===== config.mk =====
export PLATFORM = sky130hd
export DESIGN_NAME = dsu_ram
export DESIGN_NICKNAME = d
export VERILOG_FILES = /design/src/hw/rtl/disjoint_set_union_find_top_macros.svh /design/src/hw/rtl/dsu_ram.sv
export SDC_FILE = /design/constraint.sdc
export NUM_CORES = 1
export LEC_CHECK = 0
export BUFFER_PORTS_ARGS = -buffer_cell sky130_fd_sc_hd__buf_2
export CAP_MARGIN = 20
export CELL_PAD_IN_SITES_DETAIL_PLACEMENT = 1
export CELL_PAD_IN_SITES_GLOBAL_PLACEMENT = 1
export CORE_MARGIN = 4
export CORE_UTILIZATION = 53
export CTS_CLUSTER_DIAMETER = 40
export CTS_CLUSTER_SIZE = 25
export DETAILED_ROUTE_END_ITERATION = 12
export MAX_ROUTING_LAYER = met4
export PLACE_DENSITY = 0.79
export SETUP_SLACK_MARGIN = 0.4
export SYNTH_ARGS = -nofsm -noshare
export SYNTH_HDL_FRONTEND = slang
export SYNTH_SLANG_ARGS = --single-unit

===== constraint.sdc =====
create_clock -name clk -period 2.3 [get_ports clk]
set_input_delay 0.575 -clock clk [delete_from_list [all_inputs] [get_ports clk]]
set_output_delay 0.575 -clock clk [all_outputs]
set_load 0.02 [all_outputs]

===== src/hw/rtl/disjoint_set_union_find_top_macros.svh =====
// ----------------------------------------------------------------------------
// disjoint_set_union_find_top_macros.svh
// Assertion macros used by the disjoint-set sequencer RTL.
// ----------------------------------------------------------------------------
`ifndef DISJOINT_SET_UNION_FIND_TOP_MACROS_SVH
`define DISJOINT_SET_UNION_FIND_TOP_MACROS_SVH

`ifndef ASSERT_OFF

// Same-cycle implication, sampled on the rising clock edge outside reset.
`define DSU_ASSERT_IMPL(lbl, ck, rn, ante, cons, msg) \
    lbl: assert property (@(posedge ck) disable iff (!rn) (ante) |-> (cons)) \
        else $error(msg);

// Next-cycle implication.
`define DSU_ASSERT_NEXT(lbl, ck, rn, ante, cons, msg) \
    lbl: assert property (@(posedge ck) disable iff (!rn) (ante) |=> (cons)) \
        else $error(msg);

`else

`define DSU_ASSERT_IMPL(lbl, ck, rn, ante, cons, msg)
`define DSU_ASSERT_NEXT(lbl, ck, rn, ante, cons, msg)

`endif

`endif


===== src/hw/rtl/dsu_ram.sv =====
// ----------------------------------------------------------------------------
// dsu_ram
// Generic simple dual-port RAM: one write port, one registered read port.
// ----------------------------------------------------------------------------
module dsu_ram #(
    parameter int WIDTH = 8,
    parameter int DEPTH = 16
) (
    input  logic                     clk,
    input  logic                     we,
    input  logic [$clog2(DEPTH)-1:0] waddr,
    input  logic [WIDTH-1:0]         wdata,
    input  logic                     re,
    input  logic [$clog2(DEPTH)-1:0] raddr,
    output logic [WIDTH-1:0]         rdata
);

    logic [WIDTH-1:0] mem [DEPTH];

    always_ff @(posedge clk)
    begin
        if (we)
        begin
            mem[waddr] <= wdata;
        end
        if (re)
        begin
            rdata <= mem[raddr];
        end
    end

endmodule


# Yosys cells after proc, flatten, opt, wreduce, memory -nomap -nowiden

Memories as Yosys holds them, arrays and structs flattened. A register that Yosys moved wholly into a read port is not among the register bits.
Cells that the tools add are included.

Register bits: 0
RAM bits: 128
Output and inout bits: 8
Memories: 1

Memory list:

| memory | depth | bits a word | rd ports | clocked after Yosys merged registers in | wr ports | RTL line      | source |
|---|---|---|---|---|---|---|---|
| mem    | 16    | 8           | 1        | 1                                       | 1        | dsu_ram.sv:18 | `logic [WIDTH-1:0] mem [DEPTH];` |

Mux-type cells: 2

Operators with widths:

| kind             | number |
|---|---|
| 2-to-1 mux 1 bit | 2 |

# Longest topological paths before layout

Gate-level depths: netlist (run 1).

Word-level depth: 2
Depth in mapped cells: 5
Depth with buffers taken out: 3

# Worst setup path after synthesis (run 1)

Ideal clock, no wire load.

Kind: input-to-reg
Start point: in waddr[2]
End point: mem mem[0][0] (enable)
Setup time: 0.383 ns
Arrival: 1.685 ns
Slack: 0.232 ns
Stages on the path: 2
Path buffers: 0
Cells stage by stage: or3b_2 -> nor3_1

RTL lines:

| item        | RTL line      | source |
|---|---|---|
| from (decl) | dsu_ram.sv:11 | `input logic [$clog2(DEPTH)-1:0] waddr,` |
| to (decl)   | dsu_ram.sv:18 |  |

Straight into the memory's write port.

# Worst setup path in the final report (run 1)

Start point: reg rdata[4] (read register of mem)
End point: out rdata[4]

RTL lines:

| item        | RTL line      | source |
|---|---|---|
| from (decl) | dsu_ram.sv:15 | `output logic [WIDTH-1:0] rdata` |

No word-level cell between the ends.

==> flow_summary.json, run 1 <==
{
  "status": "finished, final reports clean",
  "clkTransAtPathRegs_ps": 60,
  "fillCellCount": 770,
  "hold_viol": 0,
  "internal-power_w": 0.00446,
  "synth_compound_area_share_pct": 2.30,
  "highest_layer": "met4",
  "synth_top_cell_area_share_pct": 78.1,
  "critical-path-slowest-cell": "edfxtp_1",
  "dieArea_sq_um": 11500,
  "avgSynthCellArea_sq_um": 22.8,
  "wire_per_inst_microns": 25.1,
  "path_max_fanout": 1,
  "skew_ps": 6.89,
  "p_clk_share_pct": 45.8,
  "slew-limit-headroom_pct": 74.0,
  "antenna_found_initial": 0,
  "rr_startpoint": "mem[10][7]",
  "cts-resized-gates": 0,
  "grt_pass1_wl_microns": 16800,
  "crit_type": "reg -> out",
  "wl_met2_microns": 5490,
  "cts_max_level": 4,
  "slew_violations": 0,
  "die_h_microns": 107,
  "fin_crit_sh_pct": 74.1,
  "first_iter_violations": 249,
  "ys_ff_latch": 136,
  "path_delay_family": "flip-flops",
  "min_delay_path_depth": 1,
  "ir_drop_mv": 0.494,
  "yosys.area_share.simple_pct": 3.14,
  "gp_congestion": 0.762,
  "grt_overflow": 0,
  "synth_xor_area_share_pct": 0,
  "rr_worst_depth": 3,
  "seqPwrFrac_pct": 49.5,
  "cp.arrival_ps": 1130,
  "drt-met1-wl_microns": 4530,
  "drc": 0,
  "grt_pass1_vias": 2707,
  "vias_per_cell": 5.94,
  "yosys_warnings": 0,
  "crit_chain": "buf_2",
  "via_count": 2535,
  "finalSetupViolCount": 0,
  "synth_area_sq_um": 5230,
  "num_io_pins": 27,
  "hold_path.class": "in -> reg",
  "synth_edf_count": 136,
  "clock_latency_ps": 510,
  "detail_route.first_pass.iterations": 4,
  "ys_seq_area_share_pct": 78.1,
  "diodes": 0,
  "core_area_sq_um": 9420,
  "hold_start": "wdata[4]",
  "grt_max_degree": 33,
  "std_cell_rows": 35,
  "ctsHoldBuffers": 0,
  "p_comb_share_pct": 4.8,
  "drt-total-wl_microns": 10700,
  "place_inst": 395,
  "fin_nets": 304,
  "cp_num_buf_inv": 1,
  "wl_met3_microns": 547,
  "antenna_left": 0,
  "final_cells": 427,
  "post-route-min-period_ps": 1710,
  "p_leak_nw": 2.11,
  "yosysUniqueCellTypes": 18,
  "fmax_mhz": 587,
  "ys_async_sr_fraction_pct": 0,
  "max_stage_delay_ps": 430,
  "dp_hpwl_microns": 6990,
  "tightest_slew_ps": 389,
  "syn-num-nets": 248,
  "utilization_pct": 65.9,
  "root_buffer": "clkbuf_8",
  "synthAdderAreaFrac_pct": 0,
  "port-buffer-count": 26,
  "synth_top_family_by_area": "multiplexers",
  "rsz0062_at_grt": "no",
  "cts_tree": "yes",
  "clock-sinks": 136,
  "switchingPower_w": 0.00122,
  "syn_to_final_growth_pct": 18.6,
  "grt_use_total_pct": 21.5,
  "muxShareOfSynthArea_pct": 14.8,
  "start_util_pct": 55.5,
  "cp_data_required_time_ps": 1730,
  "cp-start-kind": "flip-flop",
  "p_per_area_nw_per_um2": 916,
  "synth_flop_cell": "edfxtp_1",
  "synth_area_leaders": "edfxtp_1 (78%), mux4_2 (7.8%), mux4_1 (7.0%)",
  "maxCapViolations": 0,
  "tns_ps": 0,
  "r2r_setup_slack_ps": 810,
  "whs_endpoint": "mem[1][4]",
  "cts_setup_buffers": 0,
  "cp-end-kind": "output pin",
  "r2r_end": "rdata[7]",
  "die_w_microns": 107,
  "cts_buffers": 17,
  "cts_buffer_depth": 2,
  "drive_above_1_share_pct": 32.6,
  "yosysTopAreaCell": "edfxtp_1",
  "syn_inst": 229,
  "swShare_pct": 21.5
}
-- logic make-up (layout without fill, tap and decap cells) --
family | Yosys count | count (layout)
flops | 136 | 136
simple gates | 35 | 35
mux | 32 | 32
compound gates | 16 | 16
buf+inv | 10 | 79
-- registers in the layout (all words and copies together), names as in the netlist --
| name | flops |
|---|---|
| mem | 128 |
| rdata | 8 |
-- power by group through the flow --
stage               Clock (W)  Sequential, W  Combinational (W)
finish                0.00260        0.00281           0.000272
global route          0.00278        0.00281           0.000294
CTS                   0.00264        0.00281           0.000277
detailed placement          0        0.00286           0.000275
global placement            0        0.00286           0.000263
floorplan                   0        0.00287           0.000141
-- metal layers --
metal / up-vias / track usage, %
met5: - / -
met4: 0 / 6.76
met3: 13 / 4.38
met2: 89 / 32.9
met1: 1341 / 29.7
li1: 1092 / -
-- cells in the mapped netlist (2+ instances only) --
library cell,number
a22oi_1,16
buf_6,3
nand2b_1,2
edfxtp_1,136
nand2_1,9
clkdlybuf4s25_2,3
nor2_1,13
mux4_1,14
buf_2,3
nand3b_1,2
mux4_2,18
nor3_1,4
-- cell type report --
type	count	area [sq um]	area share [%]
timing repair buffer	47	325	5.25
clock inverter	13	146	2.36
sequential	136	4080	65.9
multi-input combinational	83	1060	17.1
tap	129	161	2.60
clock buffer	19	422	6.80
-- cell usage in the layout (no fill, tap or decap) --
cell type	count
a22oi_1	16
and2_1	1
and2b_1	1
buf_12	3
buf_2	26
buf_4	18
bufinv_16	2
clkbuf_1	2
clkbuf_16	16
clkbuf_8	1
clkinv_2	2
clkinv_4	4
clkinvlp_4	2
edfxtp_1	136
inv_6	3
mux4_1	14
mux4_2	18
nand2_1	9
nand2b_1	2
nand3_1	1
nand3b_1	2
nor2_1	13
nor2b_1	1
nor3_1	3
nor3_2	1
or3b_2	1
-- metrics by stage --
step / hold slack, ps / worst slack, ps / power, W / instance area (sq um)
2_1_floorplan: 674 / 443 / 0.00301 / 5230
3_3_place_gp: 731 / 181 / 0.00312 / 5630
3_5_place_dp: 751 / 123 / 0.00314 / 5630
4_1_cts: 426 / 585 / 0.00573 / 6200
5_1_grt: 424 / 559 / 0.00589 / 6200
6_report: 449 / 595 / 0.00568 / 6200
-- worst max path at each step --
stage          slack (ps)  depth (start not counted)       end  startpoint
6_report              590                          1  rdata[4]    rdata[4]
2_1_floorplan         440                          5  rdata[1]    raddr[0]
5_1_grt               560                          1  rdata[4]    rdata[4]
3_3_place_gp          180                          5  rdata[0]    raddr[0]
4_1_cts               590                          1  rdata[7]    rdata[7]
3_5_place_dp          120                          5  rdata[2]    raddr[0]
Note: power is estimated with default switching activity, not from simulation.
==> inputs of run 2 (changes only) <==
--- a/config.mk
+++ b/config.mk
@@ -10,12 +10,12 @@
 export CELL_PAD_IN_SITES_DETAIL_PLACEMENT = 1
 export CELL_PAD_IN_SITES_GLOBAL_PLACEMENT = 1
 export CORE_MARGIN = 4
-export CORE_UTILIZATION = 53
+export CORE_UTILIZATION = 48
 export CTS_CLUSTER_DIAMETER = 40
 export CTS_CLUSTER_SIZE = 25
 export DETAILED_ROUTE_END_ITERATION = 12
 export MAX_ROUTING_LAYER = met4
-export PLACE_DENSITY = 0.79
+export PLACE_DENSITY = 0.75
 export SETUP_SLACK_MARGIN = 0.4
 export SYNTH_ARGS = -nofsm -noshare
 export SYNTH_HDL_FRONTEND = slang
==> constraint.sdc (replaced) <==
create_clock -name clk -period 1.4 [get_ports clk]
set_input_delay 0.35 -clock clk [delete_from_list [all_inputs] [get_ports clk]]
set_output_delay 0.35 -clock clk [all_outputs]
set_load 0.02 [all_outputs]
==> run 2 against run 1 <==
The flow now finishes with violations (negative setup slack). Sequential cell count stayed put. Register-to-register slack got worse by 870 ps. Via count grew 4.4%. Clock skew up 1.3 ps. Worst setup slack worse by 660 ps. Highest routed layer unchanged.
==> flow_summary.json, run 2 (synthesized netlist as in run 1, its figures left out) <==
{
  "detail_route.first_pass.iterations": 4,
  "start_util_pct": 50.0,
  "largest_reg_flops": 128,
  "hold_path.class": "in -> reg",
  "grt_max_degree": 17,
  "wire_per_inst_microns": 28.1,
  "post-place-ws_ps": -523,
  "reg_top3": "mem: 128 flops, rdata: 8 flops",
  "cp-end-kind": "flip-flop",
  "num_io_pins": 27,
  "switchingPower_w": 0.00213,
  "die_h_microns": 112,
  "grt_overflow": 0,
  "drive_above_1_share_pct": 49.8,
  "path_max_fanout": 1,
  "cp-start-kind": "flip-flop",
  "clkTransAtPathRegs_ps": 60,
  "port-buffer-count": 26,
  "fillCellCount": 851,
  "tightest_slew_ps": 1050,
  "final_cell_mix": "edfxtp_1 (136), mux4_2 (32), buf_12 (22)",
  "clock-sinks": 136,
  "hold_viol": 0,
  "diodes": 0,
  "cts_setup_buffers": 0,
  "syn_to_final_growth_pct": 29.3,
  "timing.hold.ws_ps": 208,
  "slew-limit-headroom_pct": 29.9,
  "p_leak_nw": 2.22,
  "post-route-min-period_ps": 1460,
  "die_w_microns": 112,
  "regMostFlops": "mem",
  "gp_congestion": 0.722,
  "p_per_area_nw_per_um2": 1410,
  "cp_num_buf_inv": 0,
  "slew_violations": 0,
  "dieArea_sq_um": 12600,
  "drt-total-wl_microns": 12600,
  "cts_buffers": 17,
  "fin_nets": 319,
  "status": "complete, but fails checks",
  "skew_ps": 8.22,
  "rsz0062_at_grt": "yes",
  "placed_area_sq_um": 6110,
  "cts_tree": "yes",
  "p_comb_share_pct": 6.5,
  "final_common_cell": "edfxtp_1",
  "cts_buffer_depth": 2,
  "antenna_left": 0,
  "finalSetupViolCount": 15,
  "std_cell_rows": 37,
  "root_buffer": "clkbuf_8",
  "maxCapViolations": 0,
  "crit_chain": "mux4_2 -> a22oi_2 -> nand2_1",
  "max_stage_delay_ps": 490,
  "via_count": 2646,
  "cp.arrival_ps": 1740,
  "path_delay_family": "multiplexers",
  "vias_per_cell": 5.89,
  "fin_crit_sh_pct": 105,
  "grt_pass1_vias": 2975,
  "ir_drop_mv": 0.723,
  "fin_ws_ps": -64.0,
  "seqPwrFrac_pct": 48.5,
  "core_area_sq_um": 10500,
  "fmax_mhz": 683,
  "crit_type": "reg -> reg",
  "internal-power_w": 0.00741,
  "swShare_pct": 22.3,
  "p_clk_share_pct": 45.0,
  "violations": "negative setup slack",
  "cp_data_required_time_ps": 1680,
  "critical-path-slowest-cell": "mux4_2",
  "design_area_sq_um": 6760,
  "clock_latency_ps": 530,
  "antenna_found_initial": 0,
  "cts_max_level": 4,
  "utilization_pct": 64.6,
  "first_iter_violations": 245,
  "grt_use_total_pct": 22.8,
  "grt_pass1_wl_microns": 19400,
  "drc": 0,
  "dp_hpwl_microns": 7590
}
==> run 2: changes by cell type in the layout (fill, tap and decap cells not counted), sizes merged <==
| cell | change |
|---|---|
| clkinv | -1 |
| buf | +15 |
| clkbuf | -2 |
| clkinvlp | +3 |
==> run 2: layout make-up <==
cell class / instances / area (sq um) / area share (%)
Clock buffer: 17 / 414 / 6.13
Multi-Input combinational cell: 83 / 1220 / 18.1
Timing Repair Buffer: 62 / 719 / 10.6
Clock inverter: 15 / 151 / 2.24
Sequential cell: 136 / 4080 / 60.4
Tap cell: 136 / 170 / 2.52
==> run 2: worst paths after layout <==
check | endpoint | from | slack, ps | cells after the start
max | rdata[4] | mem[10][4] | -60 | 3
max reg2reg | rdata[4] | mem[10][4] | -60 | 3
min reg2reg | rdata[5] | mem[12][5] | 760 | 3
min | mem[10][6] | wdata[6] | 210 | 1
==> run 2: per-stage QoR <==
step,setup TNS (ps),std cells,total power (W)
2_1_floorplan,-1860,229,0.00500
3_3_place_gp,-13810,417,0.00525
3_5_place_dp,-14920,417,0.00528
4_1_cts,-776,449,0.00958
5_1_grt,-1080,449,0.00987
6_report,-427,449,0.00954
==> run 2: layer usage <==
layer	global-route usage, %	vias to the layer above	wire, microns
li1	-	1123	-
met5	-	-	0
met1	27.3	1435	4990
met4	7.53	0	196
met2	38.6	71	6970
met3	5.23	17	458
==> run 2: power groups by stage <==
stage                     Sequential, W  Combinational [W]  Clock (W)
after floorplan                 0.00472           0.000282          0
after global placement          0.00469           0.000556          0
after CTS                       0.00462           0.000624    0.00433
after detailed placement        0.00470           0.000582          0
after global routing            0.00463           0.000661    0.00459
final                           0.00462           0.000623    0.00429
==> run 2: timing repair <==
action	4_1_cts	5_1_grt
pin swaps	4	2
gates resized for setup	18	5
hold buffers	0	0
setup endpoints to repair	48	43
==> inputs of run 3 (changes only) <==
--- a/config.mk
+++ b/config.mk
@@ -11,6 +11,7 @@
 export CELL_PAD_IN_SITES_GLOBAL_PLACEMENT = 1
 export CORE_MARGIN = 4
 export CORE_UTILIZATION = 48
+export CTS_BUF_LIST = sky130_fd_sc_hd__clkbuf_16
 export CTS_CLUSTER_DIAMETER = 40
 export CTS_CLUSTER_SIZE = 25
 export DETAILED_ROUTE_END_ITERATION = 12
==> run 3 against run 2 <==
The flow still finishes with violations (negative setup slack). Clock power grew 2%. Sequential share of layout area is 0.61 points lower. First-iteration DRC count increased by 7.3%. Sequential power barely moved. Die area unchanged. Power increased by 1.1%. Highest routed layer unchanged.
==> flow_summary.json, run 3 (synthesized netlist as in run 1, its figures left out) <==
{
  "slew-limit-headroom_pct": 32.5,
  "vias_per_cell": 5.92,
  "ir_drop_mv": 0.896,
  "cts_tree": "yes",
  "ctsHoldBuffers": 0,
  "cts_buffers": 17,
  "hold_viol": 0,
  "grt_pass1_vias": 2993,
  "final_common_cell": "edfxtp_1",
  "regMostFlops": "mem",
  "reg_top3": "mem: 128 flops, rdata: 8 flops",
  "r2r_setup_slack_ps": -60,
  "clock_latency_ps": 410,
  "crit_type": "reg -> reg",
  "p_leak_nw": 2.25,
  "cts_buffer_depth": 2,
  "worstSetupEndpoint": "rdata[6]",
  "num_io_pins": 27,
  "grt_max_degree": 17,
  "fin_crit_sh_pct": 104,
  "hold_path.class": "in -> reg",
  "antenna_left": 0,
  "post-place-ws_ps": -523,
  "finalSetupViolCount": 8,
  "rr_worst_depth": 3,
  "fin_nets": 321,
  "root_buffer": "clkbuf_16",
  "r2r_end": "rdata[6]",
  "wire_per_inst_microns": 28.9,
  "p_per_area_nw_per_um2": 1410,
  "startpoint": "mem[11][6]",
  "diodes": 0,
  "drc": 0,
  "grt_use_total_pct": 23.6,
  "cp_data_required_time_ps": 1560,
  "detail_route.first_pass.iterations": 5,
  "slew_violations": 0,
  "core_area_sq_um": 10500,
  "largest_reg_flops": 128,
  "std_cell_rows": 37,
  "drt-total-wl_microns": 13100,
  "syn_to_final_growth_pct": 30.7,
  "cp.arrival_ps": 1620,
  "port-buffer-count": 26,
  "cp-end-kind": "flip-flop",
  "antenna_found_initial": 0,
  "utilization_pct": 65.3,
  "first_iter_violations": 263,
  "fin_ws_ps": -62.4,
  "violations": "negative setup slack",
  "cts_max_level": 4,
  "grt_pass1_wl_microns": 20000,
  "drive_above_1_share_pct": 50.5,
  "dp_hpwl_microns": 7590,
  "die_w_microns": 112,
  "tightest_slew_ps": 1010,
  "maxCapViolations": 0,
  "clock-sinks": 136,
  "path_max_fanout": 1,
  "via_count": 2669,
  "rsz0062_at_grt": "yes",
  "final_cell_mix": "edfxtp_1 (136), mux4_2 (32), buf_12 (22)",
  "skew_ps": 5.11,
  "status": "complete, but fails checks",
  "post-route-min-period_ps": 1460,
  "grt_overflow": 0,
  "die_h_microns": 112,
  "start_util_pct": 50.0,
  "dieArea_sq_um": 12600,
  "clkTransAtPathRegs_ps": 60,
  "gp_congestion": 0.722,
  "cp-start-kind": "flip-flop",
  "rr_startpoint": "mem[11][6]",
  "fmax_mhz": 684
}
==> run 3: cell types whose count changed in the layout (fill, tap and decap cells not counted) <==
cell	change
buf_6	+8
buf_2	-3
buf_4	-3
a22oi_1	-1
a22oi_2	+1
clkbuf_16	+1
clkbuf_8	-1
==> run 3: layout make-up <==
cell class | instances | area, sq um
clock buffer | 17 | 425
clock inverter | 15 | 151
fill | 850 | 3630
multi-input combinational | 83 | 1230
sequential | 136 | 4080
tap | 136 | 170
timing repair buffer | 64 | 772
==> run 3: repair_timing <==
| action | 4_1_cts | 5_1_grt |
|---|---|---|
| endpoints found under the setup margin | 112 | 88 |
| pin swaps | 8 | 4 |
| endpoints found under the hold margin | 0 | 0 |
| resized for setup | 33 | 2 |
| setup buffers | 1 | 1 |
==> run 3: metrics by stage <==
stage / TNS, ps / hold WS (ps) / cell area, sq um / instances / total power, W
finish: -303 / 323 / 6830 / 451 / 0.00965
global placement: -13810 / 733 / 6110 / 417 / 0.00525
CTS: -351 / 309 / 6810 / 450 / 0.00972
detailed placement: -14920 / 747 / 6110 / 417 / 0.00528
global route: -557 / 299 / 6830 / 451 / 0.0100
floorplan: -1860 / 449 / 5380 / 229 / 0.00500
==> run 3: worst min path at each step <==
stage | startpoint | to | slack, ps | cells after the start
final | re | rdata[7] | 320 | 1
after detailed placement | re | rdata[1] | 750 | 1
after CTS | wdata[7] | mem[1][7] | 310 | 1
after global routing | re | rdata[7] | 300 | 1
after floorplan | wdata[0] | mem[0][0] | 450 | 0
after global placement | wdata[0] | mem[5][0] | 730 | 1
==> run 3: critical path: stages, from the launching register on <==
cell and delay, ps:
edfxtp_1 380, mux4_2 490, a22oi_2 240, nand2_1 100
==> run 3: power breakdown <==
group / total [W] / internal [W] / switching (W) / leakage, nW
Clock: 0.00437 / 0.00262 / 0.00175 / 0.270
Sequential: 0.00463 / 0.00459 / 0.0000379 / 1.24
Combinational: 0.000644 / 0.000303 / 0.000341 / 0.744
Total: 0.00965 / 0.00751 / 0.00213 / 2.25
==> run 3: per-layer routing <==
metal	wire [microns]	GRT usage (%)	up-vias
met1	5050	28.4	1429
met2	7030	38.9	99
met4	282	6.73	0
li1	-	-	1123
met5	0	-	-
met3	691	7.12	18
