==> src/hw/rtl/disjoint_set_union_find_top_macros.svh <==
// ----------------------------------------------------------------------------
// disjoint_set_union_find_top_macros.svh
// Assertion macros used by the disjoint-set sequencer RTL.
// ----------------------------------------------------------------------------
`ifndef DISJOINT_SET_UNION_FIND_TOP_MACROS_SVH
`define DISJOINT_SET_UNION_FIND_TOP_MACROS_SVH

`ifndef ASSERT_OFF

// Same-cycle implication, sampled on the rising clock edge outside reset.
`define DSU_ASSERT_IMPL(lbl, ck, rn, ante, cons, msg) \
    lbl: assert property (@(posedge ck) disable iff (!rn) (ante) |-> (cons)) \
        else $error(msg);

// Next-cycle implication.
`define DSU_ASSERT_NEXT(lbl, ck, rn, ante, cons, msg) \
    lbl: assert property (@(posedge ck) disable iff (!rn) (ante) |=> (cons)) \
        else $error(msg);

`else

`define DSU_ASSERT_IMPL(lbl, ck, rn, ante, cons, msg)
`define DSU_ASSERT_NEXT(lbl, ck, rn, ante, cons, msg)

`endif

`endif

==> src/hw/rtl/dsu_pkg.sv <==
// ----------------------------------------------------------------------------
// dsu_pkg
// Shared types and constants of the disjoint-set table.
// ----------------------------------------------------------------------------
package dsu_pkg;

    localparam int NODE_W = 10;
    localparam int SIZE_W = 11;
    localparam int FUNC_W = 2;

    // Command codes; the unused code behaves as find
    localparam logic [FUNC_W-1:0] FUNC_UNION = 2'd0;
    localparam logic [FUNC_W-1:0] FUNC_ASK   = 2'd1;
    localparam logic [FUNC_W-1:0] FUNC_FIND  = 2'd2;

    // One table entry: parent link plus tree size (meaningful at roots only)
    typedef struct packed {
        logic [NODE_W-1:0] parent;
        logic [SIZE_W-1:0] size;
    } entry_t;

    localparam int ENTRY_W = $bits(entry_t);

    typedef struct packed {
        logic [NODE_W-1:0] root_of_a;
        logic              same_set;
    } res_t;

    typedef struct packed {
        logic              eq;
        logic              lt;
        logic [SIZE_W-1:0] sum;
    } alu_res_t;

endpackage

==> src/hw/rtl/dsu_cmd_if.sv <==
// ----------------------------------------------------------------------------
// dsu_cmd_if
// Command channel: valid/ready handshake with function code and two nodes.
// ----------------------------------------------------------------------------
interface dsu_cmd_if
    import dsu_pkg::*;
();
    logic              valid;
    logic              ready;
    logic [FUNC_W-1:0] func;
    logic [NODE_W-1:0] node_a;
    logic [NODE_W-1:0] node_b;

    modport source (output valid, output func, output node_a, output node_b, input ready);
    modport sink   (input valid, input func, input node_a, input node_b, output ready);
endinterface

==> src/hw/rtl/dsu_alu.sv <==
// ----------------------------------------------------------------------------
// dsu_alu
// Shared compare and saturating-add unit used by the sequencer.
// ----------------------------------------------------------------------------
module dsu_alu
    import dsu_pkg::*;
(
    input  logic [SIZE_W-1:0] opa,
    input  logic [SIZE_W-1:0] opb,
    output alu_res_t          res
);

    logic [SIZE_W:0] wide;

    assign wide    = {1'b0, opa} + {1'b0, opb};
    assign res.eq  = (opa == opb);
    assign res.lt  = (opa < opb);
    // Saturate at the all-ones size
    assign res.sum = wide[SIZE_W] ? {SIZE_W{1'b1}} : wide[SIZE_W-1:0];

endmodule

==> src/hw/rtl/dsu_seq.sv <==
// ----------------------------------------------------------------------------
// dsu_seq
// Sequencer: clearing pass, path-halving walks and union by size.
// ----------------------------------------------------------------------------
`include "disjoint_set_union_find_top_macros.svh"

module dsu_seq
    import dsu_pkg::*;
#(
    parameter int NODES = 1024
) (
    input  logic                     clk,
    input  logic                     rst_n,
    dsu_cmd_if.sink                  cmd,
    input  logic                     res_free,
    output logic                     res_load,
    output res_t                     res_data,
    output logic                     ram_we,
    output logic [$clog2(NODES)-1:0] ram_waddr,
    output logic [ENTRY_W-1:0]       ram_wdata,
    output logic                     ram_re,
    output logic [$clog2(NODES)-1:0] ram_raddr,
    input  logic [ENTRY_W-1:0]       ram_rdata
);

    localparam int AW = $clog2(NODES);

    typedef enum logic [8:0] {
        S_INIT  = 9'b000000001,
        S_IDLE  = 9'b000000010,
        S_START = 9'b000000100,
        S_PROBE = 9'b000001000,
        S_HALVE = 9'b000010000,
        S_SAME  = 9'b000100000,
        S_LINK1 = 9'b001000000,
        S_LINK2 = 9'b010000000,
        S_DONE  = 9'b100000000
    } state_t;

    state_t            state_reg, state_next;
    logic [AW-1:0]     init_cnt_reg, init_cnt_next;
    logic              phase_b_reg, phase_b_next;
    logic [FUNC_W-1:0] func_reg, func_next;
    logic [NODE_W-1:0] node_b_reg, node_b_next;
    logic [NODE_W-1:0] p_reg, p_next;
    logic [NODE_W-1:0] ra_reg, ra_next;
    logic [NODE_W-1:0] rb_reg, rb_next;
    logic [SIZE_W-1:0] sa_reg, sa_next;
    logic [SIZE_W-1:0] sb_reg, sb_next;
    logic [SIZE_W-1:0] sum_reg, sum_next;
    logic              a_in_reg, a_in_next;
    logic              b_in_reg, b_in_next;
    logic              same_reg, same_next;

    entry_t            rd;
    entry_t            wr;
    logic [SIZE_W-1:0] alu_a, alu_b;
    alu_res_t          alu;
    logic              walk_done;
    logic [NODE_W-1:0] walk_root;
    logic [SIZE_W-1:0] walk_size;
    logic              is_pair;

    function automatic logic node_ok(input logic [NODE_W-1:0] n);
        return 32'(n) < NODES;
    endfunction

    function automatic logic [AW-1:0] to_addr(input logic [NODE_W-1:0] n);
        return AW'(32'(n));
    endfunction

    dsu_alu u_alu (
        .opa (alu_a),
        .opb (alu_b),
        .res (alu)
    );

    assign rd        = entry_t'(ram_rdata);
    assign ram_wdata = wr;
    assign is_pair   = (func_reg == FUNC_UNION) || (func_reg == FUNC_ASK);
    assign cmd.ready = (state_reg == S_IDLE);
    assign res_data  = '{root_of_a: ra_reg, same_set: same_reg};

    always_comb
    begin
        state_next    = state_reg;
        init_cnt_next = init_cnt_reg;
        phase_b_next  = phase_b_reg;
        func_next     = func_reg;
        node_b_next   = node_b_reg;
        p_next        = p_reg;
        ra_next       = ra_reg;
        rb_next       = rb_reg;
        sa_next       = sa_reg;
        sb_next       = sb_reg;
        sum_next      = sum_reg;
        a_in_next     = a_in_reg;
        b_in_next     = b_in_reg;
        same_next     = same_reg;
        ram_we        = 1'b0;
        ram_waddr     = '0;
        wr            = '0;
        ram_re        = 1'b0;
        ram_raddr     = '0;
        alu_a         = '0;
        alu_b         = '0;
        walk_done     = 1'b0;
        walk_root     = p_reg;
        walk_size     = rd.size;
        res_load      = 1'b0;

        unique case (state_reg)
            S_INIT:
            begin
                ram_we    = 1'b1;
                ram_waddr = init_cnt_reg;
                wr        = '{parent: NODE_W'(32'(init_cnt_reg)), size: SIZE_W'(1)};
                if (init_cnt_reg == AW'(NODES - 1))
                begin
                    state_next = S_IDLE;
                end
                else
                begin
                    init_cnt_next = init_cnt_reg + AW'(1);
                end
            end
            S_IDLE:
            begin
                if (cmd.valid)
                begin
                    func_next    = cmd.func;
                    node_b_next  = cmd.node_b;
                    p_next       = cmd.node_a;
                    phase_b_next = 1'b0;
                    same_next    = 1'b0;
                    state_next   = S_START;
                end
            end
            S_START:
            begin
                if (node_ok(p_reg))
                begin
                    ram_re     = 1'b1;
                    ram_raddr  = to_addr(p_reg);
                    state_next = S_PROBE;
                end
                else
                begin
                    // Out-of-range node is its own root and never stored
                    walk_done = 1'b1;
                end
            end
            S_PROBE:
            begin
                alu_a = SIZE_W'(rd.parent);
                alu_b = SIZE_W'(p_reg);
                if (alu.eq)
                begin
                    walk_done = 1'b1;
                end
                else
                begin
                    ram_re     = 1'b1;
                    ram_raddr  = to_addr(rd.parent);
                    state_next = S_HALVE;
                end
            end
            S_HALVE:
            begin
                // Link p to its grandparent and continue from there
                ram_we     = 1'b1;
                ram_waddr  = to_addr(p_reg);
                wr         = '{parent: rd.parent, size: rd.size};
                ram_re     = 1'b1;
                ram_raddr  = to_addr(rd.parent);
                p_next     = rd.parent;
                state_next = S_PROBE;
            end
            S_SAME:
            begin
                alu_a     = SIZE_W'(ra_reg);
                alu_b     = SIZE_W'(rb_reg);
                same_next = alu.eq;
                if (func_reg == FUNC_UNION && !alu.eq && a_in_reg && b_in_reg)
                begin
                    state_next = S_LINK1;
                end
                else
                begin
                    state_next = S_DONE;
                end
            end
            S_LINK1:
            begin
                alu_a    = sa_reg;
                alu_b    = sb_reg;
                sum_next = alu.sum;
                ram_we   = 1'b1;
                if (alu.lt)
                begin
                    ram_waddr = to_addr(ra_reg);
                    wr        = '{parent: rb_reg, size: sa_reg};
                    ra_next   = rb_reg;
                end
                else
                begin
                    ram_waddr = to_addr(rb_reg);
                    wr        = '{parent: ra_reg, size: sb_reg};
                end
                state_next = S_LINK2;
            end
            S_LINK2:
            begin
                ram_we     = 1'b1;
                ram_waddr  = to_addr(ra_reg);
                wr         = '{parent: ra_reg, size: sum_reg};
                state_next = S_DONE;
            end
            S_DONE:
            begin
                if (res_free)
                begin
                    res_load   = 1'b1;
                    state_next = S_IDLE;
                end
            end
            default:
            begin
                state_next = S_INIT;
            end
        endcase

        if (walk_done)
        begin
            if (!phase_b_reg)
            begin
                ra_next   = walk_root;
                sa_next   = walk_size;
                a_in_next = node_ok(walk_root);
                if (is_pair)
                begin
                    phase_b_next = 1'b1;
                    p_next       = node_b_reg;
                    state_next   = S_START;
                end
                else
                begin
                    state_next = S_DONE;
                end
            end
            else
            begin
                rb_next    = walk_root;
                sb_next    = walk_size;
                b_in_next  = node_ok(walk_root);
                state_next = S_SAME;
            end
        end
    end

    always_ff @(posedge clk or negedge rst_n)
    begin
        if (!rst_n)
        begin
            state_reg    <= S_INIT;
            init_cnt_reg <= '0;
            phase_b_reg  <= 1'b0;
        end
        else
        begin
            state_reg    <= state_next;
            init_cnt_reg <= init_cnt_next;
            phase_b_reg  <= phase_b_next;
        end
    end

    always_ff @(posedge clk)
    begin
        func_reg   <= func_next;
        node_b_reg <= node_b_next;
        p_reg      <= p_next;
        ra_reg     <= ra_next;
        rb_reg     <= rb_next;
        sa_reg     <= sa_next;
        sb_reg     <= sb_next;
        sum_reg    <= sum_next;
        a_in_reg   <= a_in_next;
        b_in_reg   <= b_in_next;
        same_reg   <= same_next;
    end

    `DSU_ASSERT_IMPL(a_no_rw_clash, clk, rst_n, ram_we && ram_re, ram_waddr != ram_raddr, "table read and write hit one entry")
    `DSU_ASSERT_IMPL(a_load_free, clk, rst_n, res_load, res_free, "result loaded into a full output stage")
    `DSU_ASSERT_NEXT(a_one_cmd, clk, rst_n, cmd.valid && cmd.ready, !cmd.ready, "second command taken while busy")

endmodule

==> src/flat_wrapper.sv <==
// flat-port wrapper written by rule: the top's interface ports become plain ports
module dsu_seq_flat import dsu_pkg::*;
#(
    parameter int NODES = 1024
)
  (clk, rst_n, res_free, res_load, res_data, ram_we, ram_waddr, ram_wdata, ram_re, ram_raddr, ram_rdata, cmd_valid, cmd_func, cmd_node_a, cmd_node_b, cmd_ready);
  dsu_cmd_if cmd_i ();
  input  logic clk;
  input  logic rst_n;
  input  logic res_free;
  output logic res_load;
  output res_t res_data;
  output logic ram_we;
  output logic [$clog2(NODES)-1:0] ram_waddr;
  output logic [ENTRY_W-1:0] ram_wdata;
  output logic ram_re;
  output logic [$clog2(NODES)-1:0] ram_raddr;
  input  logic [ENTRY_W-1:0] ram_rdata;
  input wire logic [$bits(cmd_i.valid)-1:0] cmd_valid;
  input wire logic [$bits(cmd_i.func)-1:0] cmd_func;
  input wire logic [$bits(cmd_i.node_a)-1:0] cmd_node_a;
  input wire logic [$bits(cmd_i.node_b)-1:0] cmd_node_b;
  output wire logic [$bits(cmd_i.ready)-1:0] cmd_ready;
  assign cmd_i.valid = cmd_valid;
  assign cmd_i.func = cmd_func;
  assign cmd_i.node_a = cmd_node_a;
  assign cmd_i.node_b = cmd_node_b;
  assign cmd_ready = cmd_i.ready;
  dsu_seq #(.NODES(NODES)) u_core (.clk(clk), .rst_n(rst_n), .cmd(cmd_i), .res_free(res_free), .res_load(res_load), .res_data(res_data), .ram_we(ram_we), .ram_waddr(ram_waddr), .ram_wdata(ram_wdata), .ram_re(ram_re), .ram_raddr(ram_raddr), .ram_rdata(ram_rdata));
endmodule
==> config.mk <==
export PLATFORM = sky130hd
export DESIGN_NAME = dsu_seq_flat
export DESIGN_NICKNAME = d
export VERILOG_FILES = /design/src/hw/rtl/dsu_pkg.sv /design/src/hw/rtl/dsu_cmd_if.sv /design/src/hw/rtl/dsu_alu.sv /design/src/hw/rtl/dsu_seq.sv /design/src/flat_wrapper.sv
export VERILOG_INCLUDE_DIRS = /design/src /design/src/hw/rtl
export SDC_FILE = /design/constraint.sdc
export NUM_CORES = 1
export LEC_CHECK = 0
export ABC_AREA = 1
export BUFFER_PORTS_ARGS = -buffer_cell sky130_fd_sc_hd__buf_4
export CAP_MARGIN = 15
export CORE_ASPECT_RATIO = 0.9
export CORE_MARGIN = 3
export CORE_UTILIZATION = 35
export DETAILED_ROUTE_END_ITERATION = 10
export PLACE_DENSITY = 0.63
export SLEW_MARGIN = 20
export SYNTH_ARGS = -nofsm -noshare
export SYNTH_HDL_FRONTEND = slang
export SYNTH_SLANG_ARGS = --single-unit
==> constraint.sdc <==
create_clock -name clk -period 5.2 [get_ports clk]
set_input_delay 0.52 -clock clk [delete_from_list [all_inputs] [get_ports clk]]
set_output_delay 0.52 -clock clk [all_outputs]
set_load 0.01 [all_outputs]
======== Word level (Yosys, flattened, before mapping) ========
Cells that the tools add are included.
storage, ports and cells
  register bits after elaboration ......... 96
  input bits .............................. 47
  output and inout bits ................... 56
cells by class
  add/sub/neg operators ................... 2
  $lt $le $gt $ge ......................... 1
  equal/unequal tests ..................... 17
  multiplexer cells ....................... 40
  bitwise operators ....................... 2
  reductions and logical operators ........ 13
operators by type and width
  kind                   count
  $mux 10                10
  $pmux 21 s4            1
  $mux 9                 8
  $pmux 9 s8             1
  $pmux 11 s3            2
  $pmux 10 s4            1
  $pmux 10 s3            1
  $mux 21                1
  $pmux 10 s2            1
  $add 11x11->12         1
  $mux 1                 12
  $eq 11x11->1           1
  $lt 11x11->1           1
  $add 10x1->10 const B  1
  $eq 10x10->1 const B   1
  $reduce_and 2->1       5
  $eq 9x1->1 const B     1
  $eq 9x2->1 const B     1
  $eq 9x3->1 const B     1
  $eq 9x4->1 const B     1
  $eq 9x5->1 const B     1
  $eq 9x6->1 const B     1
  $eq 9x7->1 const B     1
  $eq 9x8->1 const B     1
  other kinds (16)       19

======== Longest topological paths before layout ========
  depth in word-level cells ............... 8
  gate-level depth with buffers ........... 21
  depth with buffers taken out ............ 20

======== By module ========
Synthesis repeated with hierarchy kept, for this count alone.
unflattened totals
  cell total of the unflattened synthesis .. 848
  area total of the unflattened synthesis .. 6399.9 um^2
modules (own cells, without submodules)
  module   instances  cells each  area an instance (um^2)  seq. area each (um^2)
  dsu_seq  1          682         5462.7                   2583.7
  dsu_alu  1          166         937.1                    0.0

======== Least setup slack after synthesis ========
No wires, ideal clock.
  path kind ............................... register to register
  start ................................... register u_core.state_reg[0]
  end ..................................... register u_core.rb_reg[0] (enable)
  setup time .............................. 0.399 ns
  data arrival time ....................... 3.219 ns
  slack ................................... 1.582 ns
  cell stages (with the launch flop) ...... 19
  path buffers ............................ 1
  path through ............................ dfstp_2 nor2_4 nand2_4 nor2_4 nand2_4 inv_2 buf_4 nand2_1 o21ai_0 a21oi_1 inv_1 ha_1 inv_2 nand2_1 nor2_1 nand2_1 nor2_4 nand2_1 nor2_1
between the ends
  longest elaborated chain between the ends .. 6
  elaborated cells on any way between the ends .. 9
RTL lines
  item                                 RTL line        RTL
  start, declared                      dsu_seq.sv:40   state_t state_reg, state_next;
  start signal, assigned               dsu_seq.sv:271  state_reg <= state_next;
  $eq 9x7->1 (tied with other cells)   dsu_seq.sv:112  unique case (state_reg)
  $pmux 11 s3                          dsu_seq.sv:112
  $eq 11x11->1                         dsu_alu.sv:16   assign res.eq = (opa == opb);
  $mux 1                               dsu_seq.sv:157  if (alu.eq)
  $mux 1 *                             n/a
  $reduce_and 2->1 (no source line) *  n/a
  end signal, assigned                 dsu_seq.sv:283  rb_reg <= rb_next;
  end, declared                        dsu_seq.sv:47   logic [NODE_W-1:0] rb_reg, rb_next;
Every way passes the cells marked *; elsewhere a longest branch is shown, timed or not.
A chain may end at the register's enable or synchronous reset.

======== Final worst setup path ========
  start ................................... register u_core.state_reg[7]
  end ..................................... output ram_wdata[17]
between the ends
  longest elaborated chain between the ends .. 5
  elaborated cells on any way between the ends .. 11
RTL lines
  item                                RTL line            RTL
  $eq 9x7->1 (tied with other cells)  dsu_seq.sv:112
  $pmux 11 s3                         dsu_seq.sv:112
  $lt 11x11->1                        dsu_alu.sv:17       assign res.lt = (opa < opb);
  $mux 21                             dsu_seq.sv:199      if (alu.lt)
  $pmux 21 s4 *                       dsu_seq.sv:112
  end, declared                       flat_wrapper.sv:15  output logic [ENTRY_W-1:0] ram_wdata;
Marks and branches as above.

==> flow_summary.ini <==
[status]
status = finished, final reports clean

[sta]
max_slew_margin_pct = 33.1
finalCritPeriodShare_pct = 90.7
fin_ws_ps = 486
setup_violations = 0
worst_pin_slew_ps = 998
rsz0062_at_grt = no
drv_slew = 0
hold-worst-slack_ps = 26.5
clock_skew_ps = 9.33
fmax_mhz = 212
period_minus_slack_ps = 4710
final_hold_viol_count = 0
fin_setup_tns_ps = 0

[die]
ios = 103
die_x_um = 149
die_h_um = 134
dieArea_um2 = 20000
start_util_pct = 36.1
placementRows = 46
coreArea_um2 = 17800

[synthesis]
dominantRegCellSynth = edfxtp_1
async_flop_share_pct = 20.8
yosysSeqAreaShare_pct = 40.3
synth_area_um2 = 6420
ys.warnings.count = 0
yosysUniqueCellTypes = 42
avgSynthCellArea_um2 = 7.69
synth_edf_count = 56
synthCells = 834
ys_seq_elements = 96
syn-num-nets = 905

[grt]
grt-ovfl-total = 0
grt_max_degree = 53
antenna_found_initial = 1
grt_pass1_vias = 5803
grt_pass1_wl_mm = 32.7
grt_usage_pct = 21.4

[clock_tree]
cts_root_buffer = clkbuf_16
clockBufferDepth = 2
ctsHtreeMaxLevel = 3
cts_tree = yes
cts_inserted_buffers = 9
cts_sinks = 96
path_clk_slew_ps = 70
clk_latency_ps = 360
cts_hold_buf = 0

[pwr]
p_sw_w = 0.000309
ir_drop_uv = 162
leakagePower_nw = 3.83
seqPwrFrac_pct = 50.6
switching_share_pct = 19.5
combPwrFrac_pct = 2.8
p_int_w = 0.00128
p_per_area_nw_per_um2 = 205
power.share.clock_pct = 46.7

[layout]
final-seq-area_um2 = 2580
diodes = 0
layout_common_cells = 202 x nand2_1, 122 x inv_1, 110 x buf_4
fin_nets = 994
drive_above_1_share_pct = 20.2
multi_input_area_um2 = 3140
final_common_cell = nand2_1
synthToLayoutAreaGrowth_pct = 20.4
fillCellCount = 1805

[setup_path]
critPathKind = flip-flop to output port
timing.rr.start = u_core.state_reg[7]
worstPathArrival_ps = 4190
crit_path_end_kind = output port
required_ps = 4680
reg2reg_depth = 15
r2r-end = u_core.sa_reg[8]
critPathMaxFanout = 17
start_kind = flip-flop
r2r_slack_ps = 1250

[routing]
wire_per_inst_um = 18.2
firstDrtPassIters = 6
wirelength_mm = 21.2
ant_nets = 0
dr_total_vias = 6045
first_iter_violations = 578
drc = 0
routed_via_density = 5.18

[place]
dp_hpwl_mm = 16.3
dpl_worst_slack_ps = 859
place_congestion = 0.929
portBuffers = 102

[hold_path]
holdCritPathClass = input port to asynchronous set/reset pin

[job]
cap_viol_max_count = 0
## logic make-up after synthesis
logic type | after synthesis | share of synthesized area (%)
AO/OA/AOI/OAI | 152 | 15.2
XOR/XNOR | 9 | 1.23
adder cells (fa/ha/maj) | 24 | 4.80
buffers and inverters | 172 | 11.0
flip-flops | 96 | 40.3
AND/OR/NAND/NOR | 381 | 27.6
## worst max path at each step
stage,depth (start not counted),to,startpoint
final,18,ram_wdata[17],u_core.state_reg[7]
after global routing,20,ram_wdata[0],u_core.state_reg[0]
after CTS,18,ram_wdata[17],u_core.state_reg[0]
after detailed placement,18,ram_wdata[17],u_core.state_reg[0]
after global placement,17,ram_waddr[5],u_core.state_reg[0]
after floorplan,18,u_core.rb_reg[0],u_core.state_reg[0]
## Yosys cell counts, drive strengths merged (12+ instances only)
cell type / n / area [µm²]
a21oi: 42 / 244
buf: 27 / 159
dfrtp: 19 / 475
dfxtp: 20 / 400
edfxtp: 56 / 1680
ha: 23 / 288
inv: 139 / 522
nand2: 208 / 808
nand3: 51 / 278
nand3b: 19 / 143
nand4: 19 / 119
nor2: 73 / 347
o211ai: 18 / 135
o21ai: 56 / 314
o221ai: 12 / 105
## worst max-delay path: stages (launching register included)
cell and delay, ps:
dfrtp_1 410, nor2_4 150, nand2_2 110, inv_2 100, nand2_4 80, nor2_4 390
nand2_1 270, o211ai_1 220, ha_1 350, inv_2 110, nand2_1 70, nor2_2 160
nand2_1 290, nand3_2 400, buf_4 260, nand2_1 70, nand3_1 110, nand3b_1 120
buf_4 160
## metrics by stage
stage	total power [W]	cell area, µm²	utilization [%]	instances
floorplan	0.000825	6420	-	834
global placement	0.000863	7390	41.6	1152
detailed placement	0.000862	7390	41.6	1152
CTS	0.00160	7720	43.4	1168
global route	0.00163	7730	43.4	1168
finish	0.00159	7730	43.4	1168
## area by class of cell
class,instances,area share (%)
Sequential cell,96,33.4
Clock buffer,15,3.94
Inverter,139,6.75
Timing Repair Buffer,111,10.9
Multi-Input combinational cell,566,40.6
Tap cell,240,3.89
Clock inverter,1,0.389
## power groups by stage
| stage | Clock (W) | Sequential (W) | Combinational, W |
|---|---|---|---|
| floorplan | 0 | 0.000819 | 0.00000644 |
| global placement | 0 | 0.000819 | 0.0000440 |
| detailed placement | 0 | 0.000819 | 0.0000439 |
| CTS | 0.000754 | 0.000802 | 0.0000440 |
| global route | 0.000784 | 0.000802 | 0.0000477 |
| finish | 0.000740 | 0.000802 | 0.0000437 |
## per-layer routing
metal,part of all wire (%),track usage [%]
met5,0.038,0
met4,2.3,7.07
met3,9.9,6.64
met2,42,31.0
met1,46,30.5
## what timing repair did
action,in CTS,in global routing
setup endpoints to repair,0,1
buffers inserted,0,0
gates resized for setup,0,1
endpoints found under the hold margin,0,0
Power figures use the tool's default switching activity.
